===== config.mk =====
export PLATFORM = sky130hd
export DESIGN_NAME = slope_intercept_line_raster_core_flat
export DESIGN_NICKNAME = d
export VERILOG_FILES = /design/src/rtl/core/lir_pkg.sv /design/src/rtl/core/lir_if.sv /design/src/rtl/core/slope_intercept_line_raster_core.sv /design/src/rtl/core/lir_ctrl.sv /design/src/rtl/core/lir_dp.sv /design/src/flat_wrapper.sv
export SDC_FILE = /design/constraint.sdc
export NUM_CORES = 1
export LEC_CHECK = 0
export ABC_AREA = 0
export BUFFER_PORTS_ARGS = -buffer_cell sky130_fd_sc_hd__buf_2
export CAP_MARGIN = 10
export CORE_MARGIN = 5
export CORE_UTILIZATION = 50
export CTS_CLUSTER_SIZE = 14
export DETAILED_ROUTE_END_ITERATION = 8
export GPL_ROUTABILITY_DRIVEN = 1
export HOLD_SLACK_MARGIN = 0.08
export PLACE_DENSITY = 0.75
export SKIP_LAST_GASP = 1
export SLEW_MARGIN = 20
export SYNTH_ARGS = -nofsm -noshare
export SYNTH_HDL_FRONTEND = slang
export SYNTH_SLANG_ARGS = --single-unit

===== constraint.sdc =====
create_clock -name clk -period 18.1 [get_ports clk]
set_input_delay 3.62 -clock clk [delete_from_list [all_inputs] [get_ports clk]]
set_output_delay 3.62 -clock clk [all_outputs]
set_load 0.02 [all_outputs]

===== src/rtl/core/lir_pkg.sv =====
`timescale 1ns / 1ps
`default_nettype none
// ----------------------------------------------------------------------------
// lir_pkg: shared types and constants of the line raster core
// codes, controller states and the command / status groups
// ----------------------------------------------------------------------------
package lir_pkg;

    localparam int LIR_COORD_BITS = 10;
    localparam int LIR_FRAC_BITS  = 16;

    // word kinds on the input channel
    localparam logic KIND_START = 1'b0;
    localparam logic KIND_TICK  = 1'b1;

    typedef enum logic [1:0] {
        MODE_VERT  = 2'd0,
        MODE_RIGHT = 2'd1,
        MODE_LEFT  = 2'd2
    } mode_t;

    typedef enum logic [2:0] {
        ST_IDLE,
        ST_DIV,
        ST_SIGN,
        ST_IMUL,
        ST_ISUB,
        ST_TADD,
        ST_EMIT
    } state_t;

    // controller to datapath
    typedef struct packed {
        logic start;
        logic div_step;
        logic slope_set;
        logic mul;
        logic icept_set;
        logic tick_add;
        logic emit;
    } cmd_t;

    // datapath to controller
    typedef struct packed {
        logic active;
        logic vert;
        logic div_last;
        logic out_free;
    } sts_t;

endpackage
`default_nettype wire


===== src/rtl/core/lir_if.sv =====
`timescale 1ns / 1ps
`default_nettype none
// ----------------------------------------------------------------------------
// lir_if: channel interfaces of the line raster core
// valid / ready channels for command words and pixel words
// ----------------------------------------------------------------------------
interface lir_in_if #(
    parameter int COORD_BITS = lir_pkg::LIR_COORD_BITS
) ();
    logic                  valid;
    logic                  ready;
    logic                  kind;
    logic [COORD_BITS-1:0] x_start;
    logic [COORD_BITS-1:0] y_start;
    logic [COORD_BITS-1:0] x_end;
    logic [COORD_BITS-1:0] y_end;

    modport source (output valid, kind, x_start, y_start, x_end, y_end, input ready);
    modport sink (input valid, kind, x_start, y_start, x_end, y_end, output ready);
endinterface

interface lir_out_if #(
    parameter int COORD_BITS = lir_pkg::LIR_COORD_BITS
) ();
    logic                  valid;
    logic                  ready;
    logic [COORD_BITS-1:0] pixel_x;
    logic [COORD_BITS-1:0] pixel_y;
    logic                  last;

    modport source (output valid, pixel_x, pixel_y, last, input ready);
    modport sink (input valid, pixel_x, pixel_y, last, output ready);
endinterface
`default_nettype wire


===== src/rtl/core/slope_intercept_line_raster_core.sv =====
`timescale 1ns / 1ps
`default_nettype none
// ----------------------------------------------------------------------------
// slope_intercept_line_raster_core: slope-intercept line rasterizer
// start words set up one segment, tick words return its pixels in order
// ----------------------------------------------------------------------------
//
//  channel  | dir | word contents
//  ---------+-----+-------------------------------------------------
//  in_ch    | in  | kind (0 start, 1 tick), x_start, y_start, x_end, y_end
//  out_ch   | out | pixel_x, pixel_y, last
//
//  a start word runs the one-bit-per-cycle restoring slope divider, then the
//  slope sign and intercept steps; a vertical start skips the divider
//  a tick word steps through multiply, add, round/clamp into the output
//  register; a tick while no line is active is taken with no pixel
//  a new word is taken while a pixel waits in the output register; a tick
//  holds in its last step until out_ch frees that register
//  rst_n clears the sequencer, the line-active flag and the output valid
//
module slope_intercept_line_raster_core #(
    parameter int COORD_BITS = lir_pkg::LIR_COORD_BITS,
    parameter int FRAC_BITS  = lir_pkg::LIR_FRAC_BITS
) (
    input  wire logic clk,
    input  wire logic rst_n,
    lir_in_if.sink    in_ch,
    lir_out_if.source out_ch
);
    import lir_pkg::*;

    // command and status between sequencer and datapath
    cmd_t cmd;
    sts_t sts;

    // sequencer: idle / divide / slope sign / intercept / tick steps
    lir_ctrl u_ctrl (
        .clk      (clk),
        .rst_n    (rst_n),
        .in_valid (in_ch.valid),
        .in_kind  (in_ch.kind),
        .in_ready (in_ch.ready),
        .cmd      (cmd),
        .sts      (sts)
    );

    // datapath: endpoints, divider, shared multiplier, output word register
    lir_dp #(
        .COORD_BITS (COORD_BITS),
        .FRAC_BITS  (FRAC_BITS)
    ) u_dp (
        .clk       (clk),
        .rst_n     (rst_n),
        .cmd       (cmd),
        .sts       (sts),
        .x_start   (in_ch.x_start),
        .y_start   (in_ch.y_start),
        .x_end     (in_ch.x_end),
        .y_end     (in_ch.y_end),
        .out_valid (out_ch.valid),
        .out_ready (out_ch.ready),
        .pixel_x   (out_ch.pixel_x),
        .pixel_y   (out_ch.pixel_y),
        .last      (out_ch.last)
    );

endmodule
`default_nettype wire


===== src/rtl/core/lir_ctrl.sv =====
`timescale 1ns / 1ps
`default_nettype none
// ----------------------------------------------------------------------------
// lir_ctrl: sequencer of the line raster core
// steps line setup and pixel generation through the datapath
// ----------------------------------------------------------------------------
module lir_ctrl (
    input  wire logic          clk,
    input  wire logic          rst_n,
    input  wire logic          in_valid,
    input  wire logic          in_kind,
    output logic               in_ready,
    output lir_pkg::cmd_t      cmd,
    input  wire lir_pkg::sts_t sts
);
    import lir_pkg::*;

    state_t state_reg;
    state_t state_next;

    always_ff @(posedge clk or negedge rst_n)
    begin
        if (!rst_n)
        begin
            state_reg <= ST_IDLE;
        end
        else
        begin
            state_reg <= state_next;
        end
    end

    always_comb
    begin
        state_next = state_reg;
        cmd        = '0;
        in_ready   = 1'b0;
        case (state_reg)
            ST_IDLE:
            begin
                in_ready = 1'b1;
                if (in_valid)
                begin
                    if (in_kind == KIND_START)
                    begin
                        cmd.start  = 1'b1;
                        state_next = ST_DIV;
                    end
                    else if (sts.active)
                    begin
                        cmd.mul    = 1'b1;
                        state_next = ST_TADD;
                    end
                end
            end
            ST_DIV:
            begin
                if (sts.vert)
                begin
                    state_next = ST_IDLE;
                end
                else
                begin
                    cmd.div_step = 1'b1;
                    if (sts.div_last)
                    begin
                        state_next = ST_SIGN;
                    end
                end
            end
            ST_SIGN:
            begin
                cmd.slope_set = 1'b1;
                state_next    = ST_IMUL;
            end
            ST_IMUL:
            begin
                cmd.mul    = 1'b1;
                state_next = ST_ISUB;
            end
            ST_ISUB:
            begin
                cmd.icept_set = 1'b1;
                state_next    = ST_IDLE;
            end
            ST_TADD:
            begin
                cmd.tick_add = 1'b1;
                state_next   = ST_EMIT;
            end
            ST_EMIT:
            begin
                if (sts.out_free)
                begin
                    cmd.emit   = 1'b1;
                    state_next = ST_IDLE;
                end
            end
            default:
            begin
                state_next = ST_IDLE;
            end
        endcase
    end

endmodule
`default_nettype wire


===== src/rtl/core/lir_dp.sv =====
`timescale 1ns / 1ps
`default_nettype none
// ----------------------------------------------------------------------------
// lir_dp: datapath of the line raster core
// slope divider, shared multiplier, intercept, pixel y and output register
// ----------------------------------------------------------------------------
module lir_dp #(
    parameter int COORD_BITS = lir_pkg::LIR_COORD_BITS,
    parameter int FRAC_BITS  = lir_pkg::LIR_FRAC_BITS
) (
    input  wire logic                  clk,
    input  wire logic                  rst_n,
    input  wire lir_pkg::cmd_t         cmd,
    output lir_pkg::sts_t              sts,
    input  wire logic [COORD_BITS-1:0] x_start,
    input  wire logic [COORD_BITS-1:0] y_start,
    input  wire logic [COORD_BITS-1:0] x_end,
    input  wire logic [COORD_BITS-1:0] y_end,
    output logic                       out_valid,
    input  wire logic                  out_ready,
    output logic [COORD_BITS-1:0]      pixel_x,
    output logic [COORD_BITS-1:0]      pixel_y,
    output logic                       last
);
    import lir_pkg::*;

    localparam int QW = COORD_BITS + FRAC_BITS;        // quotient magnitude
    localparam int SW = QW + 1;                        // signed slope
    localparam int IW = SW + COORD_BITS + 1;           // product and intercept
    localparam int VW = IW + 1;                        // y sum
    localparam int CW = $clog2(QW + 1);
    localparam logic signed [VW-1:0] HALF = VW'(1) << (FRAC_BITS - 1);

    // control state
    logic                  active_reg;
    mode_t                 mode_reg;
    logic [CW-1:0]         cnt_reg;
    logic                  out_valid_reg;

    // payload
    logic [COORD_BITS-1:0] cur_reg;
    logic [COORD_BITS-1:0] final_reg;
    logic [COORD_BITS-1:0] fixed_x_reg;
    logic [COORD_BITS-1:0] y1_reg;
    logic [COORD_BITS-1:0] dvs_reg;
    logic [COORD_BITS-1:0] rem_reg;
    logic [QW-1:0]         quo_reg;
    logic                  neg_reg;
    logic signed [SW-1:0]  slope_reg;
    logic signed [IW-1:0]  icept_reg;
    logic signed [IW-1:0]  prod_reg;
    logic signed [VW-1:0]  v_reg;
    logic [COORD_BITS-1:0] px_reg;
    logic [COORD_BITS-1:0] py_reg;
    logic                  last_reg;

    logic                  is_vert;
    logic [COORD_BITS-1:0] dx_mag;
    logic [COORD_BITS-1:0] dy_mag;
    logic [COORD_BITS:0]   rem_shift;
    logic                  rem_ge;
    logic [COORD_BITS:0]   rem_diff;
    logic signed [SW-1:0]  quo_s;
    logic signed [IW-1:0]  prod_next;
    logic signed [IW-1:0]  y1_fix;
    logic signed [VW-1:0]  v_next;
    logic signed [VW-1:0]  r_full;
    logic [COORD_BITS-1:0] y_clamp;
    logic                  is_last;
    logic                  out_free;

    always_comb
    begin
        is_vert   = (x_start == x_end);
        dx_mag    = (x_end > x_start) ? (x_end - x_start) : (x_start - x_end);
        dy_mag    = (y_end > y_start) ? (y_end - y_start) : (y_start - y_end);

        // one restoring division step
        rem_shift = {rem_reg, quo_reg[QW-1]};
        rem_ge    = (rem_shift >= {1'b0, dvs_reg});
        rem_diff  = rem_shift - {1'b0, dvs_reg};

        quo_s     = $signed({1'b0, quo_reg});
        prod_next = slope_reg * $signed({1'b0, cur_reg});
        y1_fix    = $signed(IW'({y1_reg, {FRAC_BITS{1'b0}}}));
        v_next    = VW'(prod_reg) + VW'(icept_reg) + HALF;

        // round to nearest and clamp
        r_full    = v_reg >>> FRAC_BITS;
        if (r_full[VW-1])
        begin
            y_clamp = '0;
        end
        else if (r_full[VW-2:COORD_BITS] != '0)
        begin
            y_clamp = '1;
        end
        else
        begin
            y_clamp = r_full[COORD_BITS-1:0];
        end

        is_last   = (cur_reg == final_reg);
        out_free  = !out_valid_reg || out_ready;
    end

    always_ff @(posedge clk or negedge rst_n)
    begin
        if (!rst_n)
        begin
            active_reg    <= 1'b0;
            mode_reg      <= MODE_VERT;
            cnt_reg       <= '0;
            out_valid_reg <= 1'b0;
        end
        else
        begin
            if (cmd.start)
            begin
                active_reg <= 1'b1;
                cnt_reg    <= CW'(QW);
                if (is_vert)
                begin
                    mode_reg <= MODE_VERT;
                end
                else if (x_end > x_start)
                begin
                    mode_reg <= MODE_RIGHT;
                end
                else
                begin
                    mode_reg <= MODE_LEFT;
                end
            end
            else if (cmd.div_step)
            begin
                cnt_reg <= cnt_reg - CW'(1);
            end

            if (cmd.emit)
            begin
                out_valid_reg <= 1'b1;
                if (is_last)
                begin
                    active_reg <= 1'b0;
                end
            end
            else if (out_ready)
            begin
                out_valid_reg <= 1'b0;
            end
        end
    end

    always_ff @(posedge clk)
    begin
        if (cmd.start)
        begin
            y1_reg   <= y_start;
            dvs_reg  <= dx_mag;
            rem_reg  <= '0;
            quo_reg  <= {dy_mag, {FRAC_BITS{1'b0}}};
            neg_reg  <= (y_end < y_start) ^ (x_end < x_start);
            slope_reg <= '0;
            icept_reg <= '0;
            if (is_vert)
            begin
                fixed_x_reg <= x_start;
                cur_reg     <= (y_start < y_end) ? y_start : y_end;
                final_reg   <= (y_start < y_end) ? y_end : y_start;
            end
            else
            begin
                fixed_x_reg <= '0;
                cur_reg     <= x_start;
                final_reg   <= x_end;
            end
        end
        else if (cmd.emit && !is_last)
        begin
            if (mode_reg == MODE_LEFT)
            begin
                cur_reg <= cur_reg - COORD_BITS'(1);
            end
            else
            begin
                cur_reg <= cur_reg + COORD_BITS'(1);
            end
        end

        if (cmd.div_step)
        begin
            rem_reg <= rem_ge ? rem_diff[COORD_BITS-1:0] : rem_shift[COORD_BITS-1:0];
            quo_reg <= {quo_reg[QW-2:0], rem_ge};
        end

        if (cmd.slope_set)
        begin
            slope_reg <= neg_reg ? -quo_s : quo_s;
        end

        if (cmd.mul)
        begin
            prod_reg <= prod_next;
        end

        if (cmd.icept_set)
        begin
            icept_reg <= y1_fix - prod_reg;
        end

        if (cmd.tick_add)
        begin
            v_reg <= v_next;
        end

        if (cmd.emit)
        begin
            last_reg <= is_last;
            if (mode_reg == MODE_VERT)
            begin
                px_reg <= fixed_x_reg;
                py_reg <= cur_reg;
            end
            else
            begin
                px_reg <= cur_reg;
                py_reg <= y_clamp;
            end
        end
    end

    always_comb
    begin
        sts.active   = active_reg;
        sts.vert     = (mode_reg == MODE_VERT);
        sts.div_last = (cnt_reg == CW'(1));
        sts.out_free = out_free;
    end

    assign out_valid = out_valid_reg;
    assign pixel_x   = px_reg;
    assign pixel_y   = py_reg;
    assign last      = last_reg;

endmodule
`default_nettype wire


===== src/flat_wrapper.sv =====
// flat-port wrapper written by rule: the top's interface ports become plain ports
module slope_intercept_line_raster_core_flat import lir_pkg::*;
#(
    parameter int COORD_BITS = lir_pkg::LIR_COORD_BITS,
    parameter int FRAC_BITS  = lir_pkg::LIR_FRAC_BITS
)
  (clk, rst_n, in_ch_valid, in_ch_kind, in_ch_x_start, in_ch_y_start, in_ch_x_end, in_ch_y_end, in_ch_ready, out_ch_valid, out_ch_pixel_x, out_ch_pixel_y, out_ch_last, out_ch_ready);
  lir_in_if #(.COORD_BITS(COORD_BITS)) in_ch_i ();
  lir_out_if #(.COORD_BITS(COORD_BITS)) out_ch_i ();
  input  wire logic clk;
  input  wire logic rst_n;
  input wire logic [$bits(in_ch_i.valid)-1:0] in_ch_valid;
  input wire logic [$bits(in_ch_i.kind)-1:0] in_ch_kind;
  input wire logic [$bits(in_ch_i.x_start)-1:0] in_ch_x_start;
  input wire logic [$bits(in_ch_i.y_start)-1:0] in_ch_y_start;
  input wire logic [$bits(in_ch_i.x_end)-1:0] in_ch_x_end;
  input wire logic [$bits(in_ch_i.y_end)-1:0] in_ch_y_end;
  output wire logic [$bits(in_ch_i.ready)-1:0] in_ch_ready;
  output wire logic [$bits(out_ch_i.valid)-1:0] out_ch_valid;
  output wire logic [$bits(out_ch_i.pixel_x)-1:0] out_ch_pixel_x;
  output wire logic [$bits(out_ch_i.pixel_y)-1:0] out_ch_pixel_y;
  output wire logic [$bits(out_ch_i.last)-1:0] out_ch_last;
  input wire logic [$bits(out_ch_i.ready)-1:0] out_ch_ready;
  assign in_ch_i.valid = in_ch_valid;
  assign in_ch_i.kind = in_ch_kind;
  assign in_ch_i.x_start = in_ch_x_start;
  assign in_ch_i.y_start = in_ch_y_start;
  assign in_ch_i.x_end = in_ch_x_end;
  assign in_ch_i.y_end = in_ch_y_end;
  assign in_ch_ready = in_ch_i.ready;
  assign out_ch_valid = out_ch_i.valid;
  assign out_ch_pixel_x = out_ch_i.pixel_x;
  assign out_ch_pixel_y = out_ch_i.pixel_y;
  assign out_ch_last = out_ch_i.last;
  assign out_ch_i.ready = out_ch_ready;
  slope_intercept_line_raster_core #(.COORD_BITS(COORD_BITS), .FRAC_BITS(FRAC_BITS)) u_core (.clk(clk), .rst_n(rst_n), .in_ch(in_ch_i), .out_ch(out_ch_i));
endmodule

# Word-level counts from Yosys, hierarchy flattened
# Cells that the tools add are included.
[totals]
regBits = 262
inputBits = 45
out_inout_bits = 23
elab_cells = 121
[classes]
n_addsub = 12
n_mul = 1
order_cmp = 6
n_eq_ne = 14
n_mux = 54
bitwise = 1
n_reduce_logical = 13
[ops]
columns = ["operator", "n"]
rows = [
  ["$mux W10", 16],
  ["$mux W27", 3],
  ["$mux W38", 2],
  ["$mux W26", 2],
  ["$sub A10 B10 Y10", 5],
  ["$add A38 B38 Y39", 1],
  ["$add A39 B17 Y39 const B", 1],
  ["$mul A27 B11 Y38", 1],
  ["$sub A27 B38 Y38", 1],
  ["$lt A10 B10 Y1", 3],
  ["$reduce_bool A28 Y1", 1],
  ["$neg A26 Y27", 1],
  ["$eq A10 B10 Y1", 2],
  ["$gt A10 B10 Y1", 2],
  ["$mux W1", 19],
  ["$mux W3", 6],
  ["$pmux W3 S6", 1],
  ["$ge A11 B10 Y1", 1],
  ["$add A10 B1 Y10 const B", 1],
  ["$mux W5", 2],
  ["$reduce_bool A2 Y1", 5],
  ["$sub A10 B1 Y10 const B", 1],
  ["$eq A3 B3 Y1 const B", 3],
  ["$eq A3 B2 Y1 const B", 2],
  ["other kinds (16)", 19],
]

# Logic depth before layout (Yosys ltp)
# Gate-level depths: netlist (run 1).
[depth]
word_depth = 7
ltp_mapped = 22
ltp_nobuf = 21

# Modules after synthesis
# Synthesis (run 1) repeated with hierarchy kept, for this count alone.
[unflattened]
hier_cells = 2513
hier_area_um2 = 24720.0
[by_module_without_submodules]
columns = ["mod", "instances", "cells_per_inst", "area_per_inst_um2", "seq_area_each_um2"]
rows = [
  ["lir_dp", 1, 2484, 24497.2, 7252.0],
  ["lir_ctrl", 1, 29, 222.7, 75.1],
]

# Worst setup path after synthesis (run 1)
# Ideal clock, no wire load.
[synth_path]
path_kind = "input-to-reg"
from = "in in_ch_y_end[0]"
to = "reg u_core.u_dp.quo_reg[24] (data pin)"
setup_time_ps = 259
arrival_time_ps = 6001
t_required_ps = 17841
slack_ps = 11840
stages = 12
path_buffers = 0
path_cell_list = "inv_1 ha_1 fa_1 nor2b_1 o21bai_1 nor4bb_1 nor2_2 mux2_2 a22oi_1 o2111ai_1 and3_1 a211o_1"
[synth_between]
elab_chain_cells = 4
elab_cells_between_ends = 6
classes_between = "2 x add/sub; 1 x order compare; 3 x mux"
[synth_lines]
columns = ["element", "line", "rtl"]
rows = [
  ["start: declaration", "flat_wrapper.sv:17", "input wire logic [$bits(in_ch_i.y_end)-1:0] in_ch_y_end;"],
  ["$sub A10 B10 Y10 / $gt A10 B10 Y1 (equally long branches)", "lir_dp.sv:76", "dy_mag = (y_end > y_start) ? (y_end - y_start) : (y_start - y_end);"],
  ["$mux W10 (*)", "lir_dp.sv:76", ""],
  ["$mux W26 (*)", "lir_dp.sv:157", "if (cmd.start)"],
  ["$mux W26 (*)", "lir_dp.sv:191", "if (cmd.div_step)"],
  ["end signal: assignment", "lir_dp.sv:162", "quo_reg <= {dy_mag, {FRAC_BITS{1'b0}}};"],
  ["end signal: assignment", "lir_dp.sv:194", "quo_reg <= {quo_reg[QW-2:0], rem_ge};"],
  ["end: declaration", "lir_dp.sv:47", "logic [QW-1:0] quo_reg;"],
]
# Mark *: on every way between the ends. The rest lies on a longest branch, timed or not. The select of a mux whose other input is x is not followed.
# A chain may end at the register's enable or synchronous reset.

# Worst setup path after layout (run 1)
[layout_path]
from = "reg u_core.u_dp.cur_reg[2]"
to = "reg u_core.u_dp.prod_reg[32] (data pin)"
[layout_between]
elab_chain_cells = 1
[layout_lines]
columns = ["element", "line", "rtl"]
rows = [
  ["start: declaration", "lir_dp.sv:41", "logic [COORD_BITS-1:0] cur_reg;"],
  ["start signal: assignment", "lir_dp.sv:169", "cur_reg <= (y_start < y_end) ? y_start : y_end;"],
  ["start signal: assignment", "lir_dp.sv:175", "cur_reg <= x_start;"],
  ["start signal: assignment", "lir_dp.sv:183", "cur_reg <= cur_reg - COORD_BITS'(1);"],
  ["$mul A27 B11 Y38", "lir_dp.sv:84", "prod_next = slope_reg * $signed({1'b0, cur_reg});"],
  ["named net u_core.u_dp.prod_next[32]", "lir_dp.sv:64", "logic signed [IW-1:0] prod_next;"],
  ["end signal: assignment", "lir_dp.sv:204", "prod_reg <= prod_next;"],
  ["end: declaration", "lir_dp.sv:51", "logic signed [IW-1:0] prod_reg;"],
]
# The timed path passes the listed nets, and every way through them passes these cells.

==> out/metrics.yaml, run 1 <==
detailed_routing:
  vias_per_cell: 5.46
  routedWlPerCell_um: 16.7
  detail-route-antenna-nets: 0
  drtIter0Drc: 1127
  detailedRoute.firstPassIterationCount: 5
  via_count: 17700
  finalWirelength_um: 54300
  drc: 0
floorplanning:
  die_height_um: 233
  initial_core_util_pct: 50.7
  num_rows: 81
  die-area_mm2: 0.0544
  fp.coreArea_mm2: 0.0492
  die_w_um: 233
  ioPinCount: 68
place:
  dpl_worst_slack_ps: 11110
  placement.cell_area_mm2: 0.0259
  placer_congestion: 0.905
  numPortBuffers: 67
  dpl.hpwl_um: 43500
final_layout:
  antenna_cells_inserted: 0
  finish.utilization_pct: 54.7
  final_nets: 3076
  drive_above_1_share_pct: 6.84
  finish.instance_area_mm2: 0.0269
  area.growth.synth_to_final_pct: 7.85
global_route:
  grt_antenna_before_repair: 1
  grtUsageTotal_pct: 20.2
  grt_pass1_wl_um: 90900
  number_of_global_route_vias_before_repair: 18400
  grt_overflow: 0
  grt_start_max_net_pins: 59
setup_path:
  criticalPathCategory: "flip-flop to flip-flop"
  crit_path_max_incr_delay_ps: 710
  end_kind: "flip-flop"
  startpoint_type: "flip-flop"
  slack_of_the_worst_reg_to_reg_path_ps: 11250
  crit_top_cell: "fa_1"
  worst_endpoint_required_time_ps: 18510
  cp_data_arrival_time_ps: 7260
  crit_chain: "buf_4, nand2_1, fa_1, fa_1, fa_1, inv_1, fa_1, inv_1, fa_1, inv_1, ha_1, a211oi_1, o21ai_1, nand4_1, o211ai_1, a2111oi_0, or3_1, a21oi_1, or4b_1, nand3_1"
  path_max_fanout: 22
  critPathSlowestCell: "edfxtp_1"
clock_network:
  clockBufferDepth: 3
  tritoncts_num_sinks: 246
  clkLatencyLatePin_ps: 570
  cts_root_buffer: "clkbuf_16"
  clock_tree_from_tritoncts: "done"
  cts_hold_buffers: 0
  cts.htree.levels: 1
  cts_setup_buffers: 0
  clkTransAtPathRegs_ps: 60
  cts-resized-gates: 0
  cts_made_buffers: 29
timing:
  fin_skew_ps: 36.7
  worst_slew_margin_relative_to_its_limit_pct: 24.7
  tns_ps: 0
  report.final.hold_viol_count: 0
  final_period_minus_worst_setup_slack_ps: 6850
  max_slew.worst_pin.slew_ps: 1130
  max_clock_freq_ghz: 0.146
  setup_ws_ps: 11250
  number_of_pins_with_negative_max_slew_slack_in_the_final_report: 0
  grt_setup_unrepaired: "no"
  final.period_utilization_pct: 37.9
  final_setup_violation_count: 0
logic_synthesis:
  synth_enable_flop_cells: 234
  netlist.top_cell.by_area: "edfxtp_1"
  post_synth.cell_area_avg_um2: 9.80
  yosys_most_used_dff: "edfxtp_1"
  synth_top_cells_by_area: "edfxtp_1, fa_1, ha_1, inv_1, nand2_1"
  async_reset_ff_share_pct: 4.88
  postSynthCellCount: 2544
  synth.distinct_cells: 90
  syn-num-nets: 3055
  yosys-top-cells-count: "inv_1, nand2_1, fa_1"
  yosysWarningCount: 0
  ys_ff_latch: 246
  synth_sequential_area_ratio_pct: 29.4
  synthMostInstantiatedCell: "inv_1"
  synth_top_area_share_pct: 28.2
  post_synth_instance_area_mm2: 0.0249
run:
  drv_cap: 0
hold_path:
  hp-class: "flip-flop to flip-flop"
run_status:
  run_status: "finished, final reports clean"
[metrics by stage]
step                      instances  hold WS, ps
final                          3251          526
after global routing           3251          555
after CTS                      3249          529
after detailed placement       3196          516
after global placement         3196          507
after floorplan                2544          464
[worst paths after layout]
kind | from | endpoint | cells past startpoint
setup / recovery | u_core.u_dp.cur_reg[2] | u_core.u_dp.prod_reg[32] | 20
min in group asynchronous | rst_n | u_core.u_dp.out_valid | 1
setup reg to reg | u_core.u_dp.cur_reg[2] | u_core.u_dp.prod_reg[32] | 20
hold / removal | u_core.u_dp.mode_reg[0] | u_core.u_dp.mode_reg[0] | 2
max in group asynchronous | rst_n | u_core.u_dp.mode_reg[1] | 1
hold reg to reg | u_core.u_dp.mode_reg[0] | u_core.u_dp.mode_reg[0] | 2
[per-layer routing]
metal,up-vias,wire (µm),GRT usage [%]
met4,2,1310,5.02
met2,544,25800,34.3
met1,8619,23600,26.9
li1,8480,-,-
met3,100,3550,4.04
met5,-,16,0
[layout by cell type (no fill, tap or decap), drive strengths merged, types with 12 or more instances in the layout]
cell	Yosys	final
a211oi	14	14
clkbuf	87	36
o31ai	21	21
xnor2	78	78
nand3	20	20
inv	393	395
or3	14	14
ha	227	227
nand2b	26	26
a21oi	84	84
o21bai	12	12
and3	13	13
a31oi	17	17
nand4	17	17
xor2	70	70
nor2b	23	23
mux2	13	13
buf	10	87
o21ai	81	81
clkinv	1	13
edfxtp	234	234
a21o	35	35
dfrtp	12	12
fa	239	239
nor3	30	30
and2	151	151
mux2i	45	45
nand2	275	275
nor2	159	159
[area by class of cell]
type                       count  area [µm²]
clock inverter                17         168
inverter                     394        1480
clock buffer                  36         803
fill                        4146       22300
sequential                   246        7330
multi-input combinational   1807       15800
tap                          664         831
timing repair buffer          87         500
[worst max-delay path, delay by kind of cell (launching register included)]
| kind | cells | cell delay (ps) |
|---|---|---|
| flops | 1 | 710 |
| compound gates | 5 | 1450 |
| buf+inv | 4 | 550 |
| simple gates | 5 | 1090 |
| fa+ha+maj | 6 | 2870 |
[kinds of logic after synthesis]
kind of cell	synth area share [%]
AO/OA/AOI/OAI	9.52
XOR/XNOR	5.20
AND/OR/NAND/NOR	15.5
multiplexers	2.39
adder cells (fa/ha/maj)	30.6
buffers and inverters	7.44
flip-flops	29.4
Power of run 1 is not shown: default switching activity piles up to over one toggle a cycle in this logic, so the estimate is an artifact.
==> run 2: changes to the inputs <==
Settings changed: PLACE_DENSITY 0.75 to 0.78.
Clock period 18.1 ns to 5.7 ns, I/O delays scaled along.
==> run 2 against run 1 <==
  * Clock-buffer cell count down 1
  * Fmax up 19%
  * Flip-flop and latch count unchanged
  * Sequential share of layout area down 1.8 points
  * The run now ends with setup timing left
  * Cell count up 5.6%
  * Highest routed layer is now met4
  * Critical path depth up 4
==> out/metrics.yaml, run 2 (synthesis gave the netlist of run 1 again) <==
setup_path:
  cp_data_arrival_time_ps: 6060  # was 7260 ps
  startpoint_type: "flip-flop"  # unchanged
  cp.buffers_inverters: 8  # was 4
  worst_endpoint_required_time_ps: 5990  # was 18,510 ps
  end_kind: "flip-flop"  # unchanged
  crit_start: "u_core.u_dp.cur_reg[4]"  # was u_core.u_dp.cur_reg[2]
  crit_chain: "buf_6, buf_6, buf_6, nand2_2, fa_2, fa_1, inv_2, fa_2, fa_1, inv_2, fa_1, inv_2, ha_4, o21ai_4, nand2b_4, nand4_1, o211ai_1, buf_4, a2111oi_4, or3_4, a21oi_4, buf_4, o21ai_0, nand3_1"  # was buf_4, nand2_1, fa_1, fa_1, fa_1, inv_1, fa_1, inv_1, fa_1, inv_1, ha_1, a211oi_1, o21ai_1, nand4_1, o211ai_1, a2111oi_0, or3_1, a21oi_1, or4b_1, nand3_1
  cpLargestDelayFamily: "adder cells"  # unchanged
  criticalPathCategory: "flip-flop to flip-flop"  # unchanged
  crit_path_max_incr_delay_ps: 550  # was 710 ps
  critPathSlowestCell: "fa_1"  # was edfxtp_1
  rr_startpoint: "u_core.u_dp.cur_reg[4]"  # was u_core.u_dp.cur_reg[2]
  path_max_fanout: 8  # was 22
detailed_routing:
  drtIter0Drc: 1485  # was 1,127
  drc: 0  # unchanged
  vias_per_cell: 5.41  # was 5.46
  via_count: 18600  # was 17.7k
  routedWlPerCell_um: 16.9  # was 16.7 µm
  detail-route-antenna-nets: 0  # unchanged
  detailedRoute.firstPassIterationCount: 8  # was 5
  finalWirelength_um: 58100  # was 54,300 µm
final_layout:
  most_common_cell_after_layout_fill_and_taps_aside: "inv_1"  # unchanged
  antenna_cells_inserted: 0  # unchanged
  final_nets: 3258  # was 3,076
  area.growth.synth_to_final_pct: 15.7  # was 7.85%
  finish.utilization_pct: 58.7  # was 54.7%
  layout.cells.most_common_list: "inv_1, nand2_1, edfxtp_1"  # was inv_1, nand2_1, fa_1
  finish.instance_area_mm2: 0.0288  # was 0.0269 mm²
  drive_above_1_share_pct: 17.0  # was 6.84%
global_route:
  grt_overflow: 0  # unchanged
  grt_start_max_net_pins: 39  # was 59
  number_of_global_route_vias_before_repair: 19300  # was 18.4k
  grt_antenna_before_repair: 0  # was 1
  grtUsageTotal_pct: 21.2  # was 20.2%
  grt_pass1_wl_um: 95100  # was 90,900 µm
clock_network:
  clockBufferDepth: 3  # unchanged
  clock_tree_from_tritoncts: "done"  # unchanged
  clkTransAtPathRegs_ps: 60  # about the same
  clkLatencyLatePin_ps: 560  # was 570 ps
  cts_hold_buffers: 0  # unchanged
  cts_root_buffer: "clkbuf_16"  # unchanged
  tritoncts_num_sinks: 246  # unchanged
  cts_made_buffers: 27  # was 29
  cts.htree.levels: 1  # unchanged
place:
  numPortBuffers: 67  # unchanged
  placement.cell_area_mm2: 0.0269  # was 0.0259 mm²
  placer_congestion: 0.904  # was 0.905
  dpl_worst_slack_ps: -223  # was 11,110 ps
  dpl.hpwl_um: 45500  # was 43,500 µm
floorplanning:
  ioPinCount: 68  # unchanged
  fp.coreArea_mm2: 0.0492  # unchanged
  die_w_um: 233  # unchanged
  die_height_um: 233  # unchanged
  num_rows: 81  # unchanged
  die-area_mm2: 0.0544  # unchanged
  initial_core_util_pct: 50.7  # unchanged
run:
  drv_cap: 0  # unchanged
timing:
  final_setup_violation_count: 4  # was 0
  report.final.hold_viol_count: 0  # unchanged
  setup_ws_ps: -77.3  # was 11,250 ps
  final_period_minus_worst_setup_slack_ps: 5780  # was 6850 ps
  final.period_utilization_pct: 101  # was 37.9%
  fin_worst_hold_slack_ps: 463  # was 526 ps
  worst_slew_margin_relative_to_its_limit_pct: 26.5  # was 24.7%
  max_clock_freq_ghz: 0.173  # was 0.146 GHz
  fin_skew_ps: 18.9  # was 36.7 ps
  grt_setup_unrepaired: "yes"  # was no
  max_slew.worst_pin.slew_ps: 1100  # was 1130 ps
  number_of_pins_with_negative_max_slew_slack_in_the_final_report: 0  # unchanged
hold_path:
  hp-class: "input port to async pin"  # was flip-flop to flip-flop
run_status:
  violations: "setup timing"
  run_status: "finished, violations left"  # was finished, final reports clean
## run 2: per-stage QoR
step | TNS (ps) | cells
final | -99.5 | 3432
after global routing | -2270 | 3432
after CTS | -21.0 | 3406
after detailed placement | -1530 | 3324
after global placement | -428 | 3324
after floorplan | 0 | 2544
## run 2: what timing repair did
action / 4_1_cts / 5_1_grt
endpoints found under the setup margin: 12 / 18
resized for setup: 48 / 125
gates cloned: 1 / 2
hold endpoints to repair: 0 / 0
setup buffers: 31 / 24
pin swaps: 22 / 95
## run 2: path summary, 6_finish.rpt
path                                                 end  slack [ps]  cells past startpoint
worst max register to register  u_core.u_dp.prod_reg[32]         -80                     24
min in group clk                  u_core.u_dp.cnt_reg[4]         530                      2
worst max-delay path            u_core.u_dp.prod_reg[32]         -80                     24
worst min-delay path             u_core.u_dp.mode_reg[0]         460                      1
max in group asynchronous         u_core.u_dp.cnt_reg[2]        5000                      1
worst min register to register    u_core.u_dp.cnt_reg[4]         530                      2
## run 2: area by class of cell
class | instances | area, µm²
timing repair buffer | 271 | 2010
multi-input combinational | 1807 | 16400
inverter | 394 | 1480
clock buffer | 35 | 706
clock inverter | 15 | 116
fill | 3891 | 20300
sequential | 246 | 7330
tap | 664 | 831
## run 2: layer usage
| layer | vias up | GRT usage, % | wire [µm] |
|---|---|---|---|
| li1 | 8827 | - | - |
| met4 | 0 | 4.80 | 1170 |
| met3 | 85 | 2.82 | 3430 |
| met5 | - | 0 | 0 |
| met2 | 555 | 37.1 | 28700 |
| met1 | 9115 | 28.2 | 24800 |
## run 2: worst reg2reg max path, delay by kind of cell (launching register included)
family                   cells  cell delay (ps)
adder cells (fa/ha/maj)      6             2720
AO/OA/AOI/OAI                5              970
buffers and inverters        8              860
AND/OR/NAND/NOR              5              550
flip-flops                   1              400
Power of run 2 is left out for the same reason.
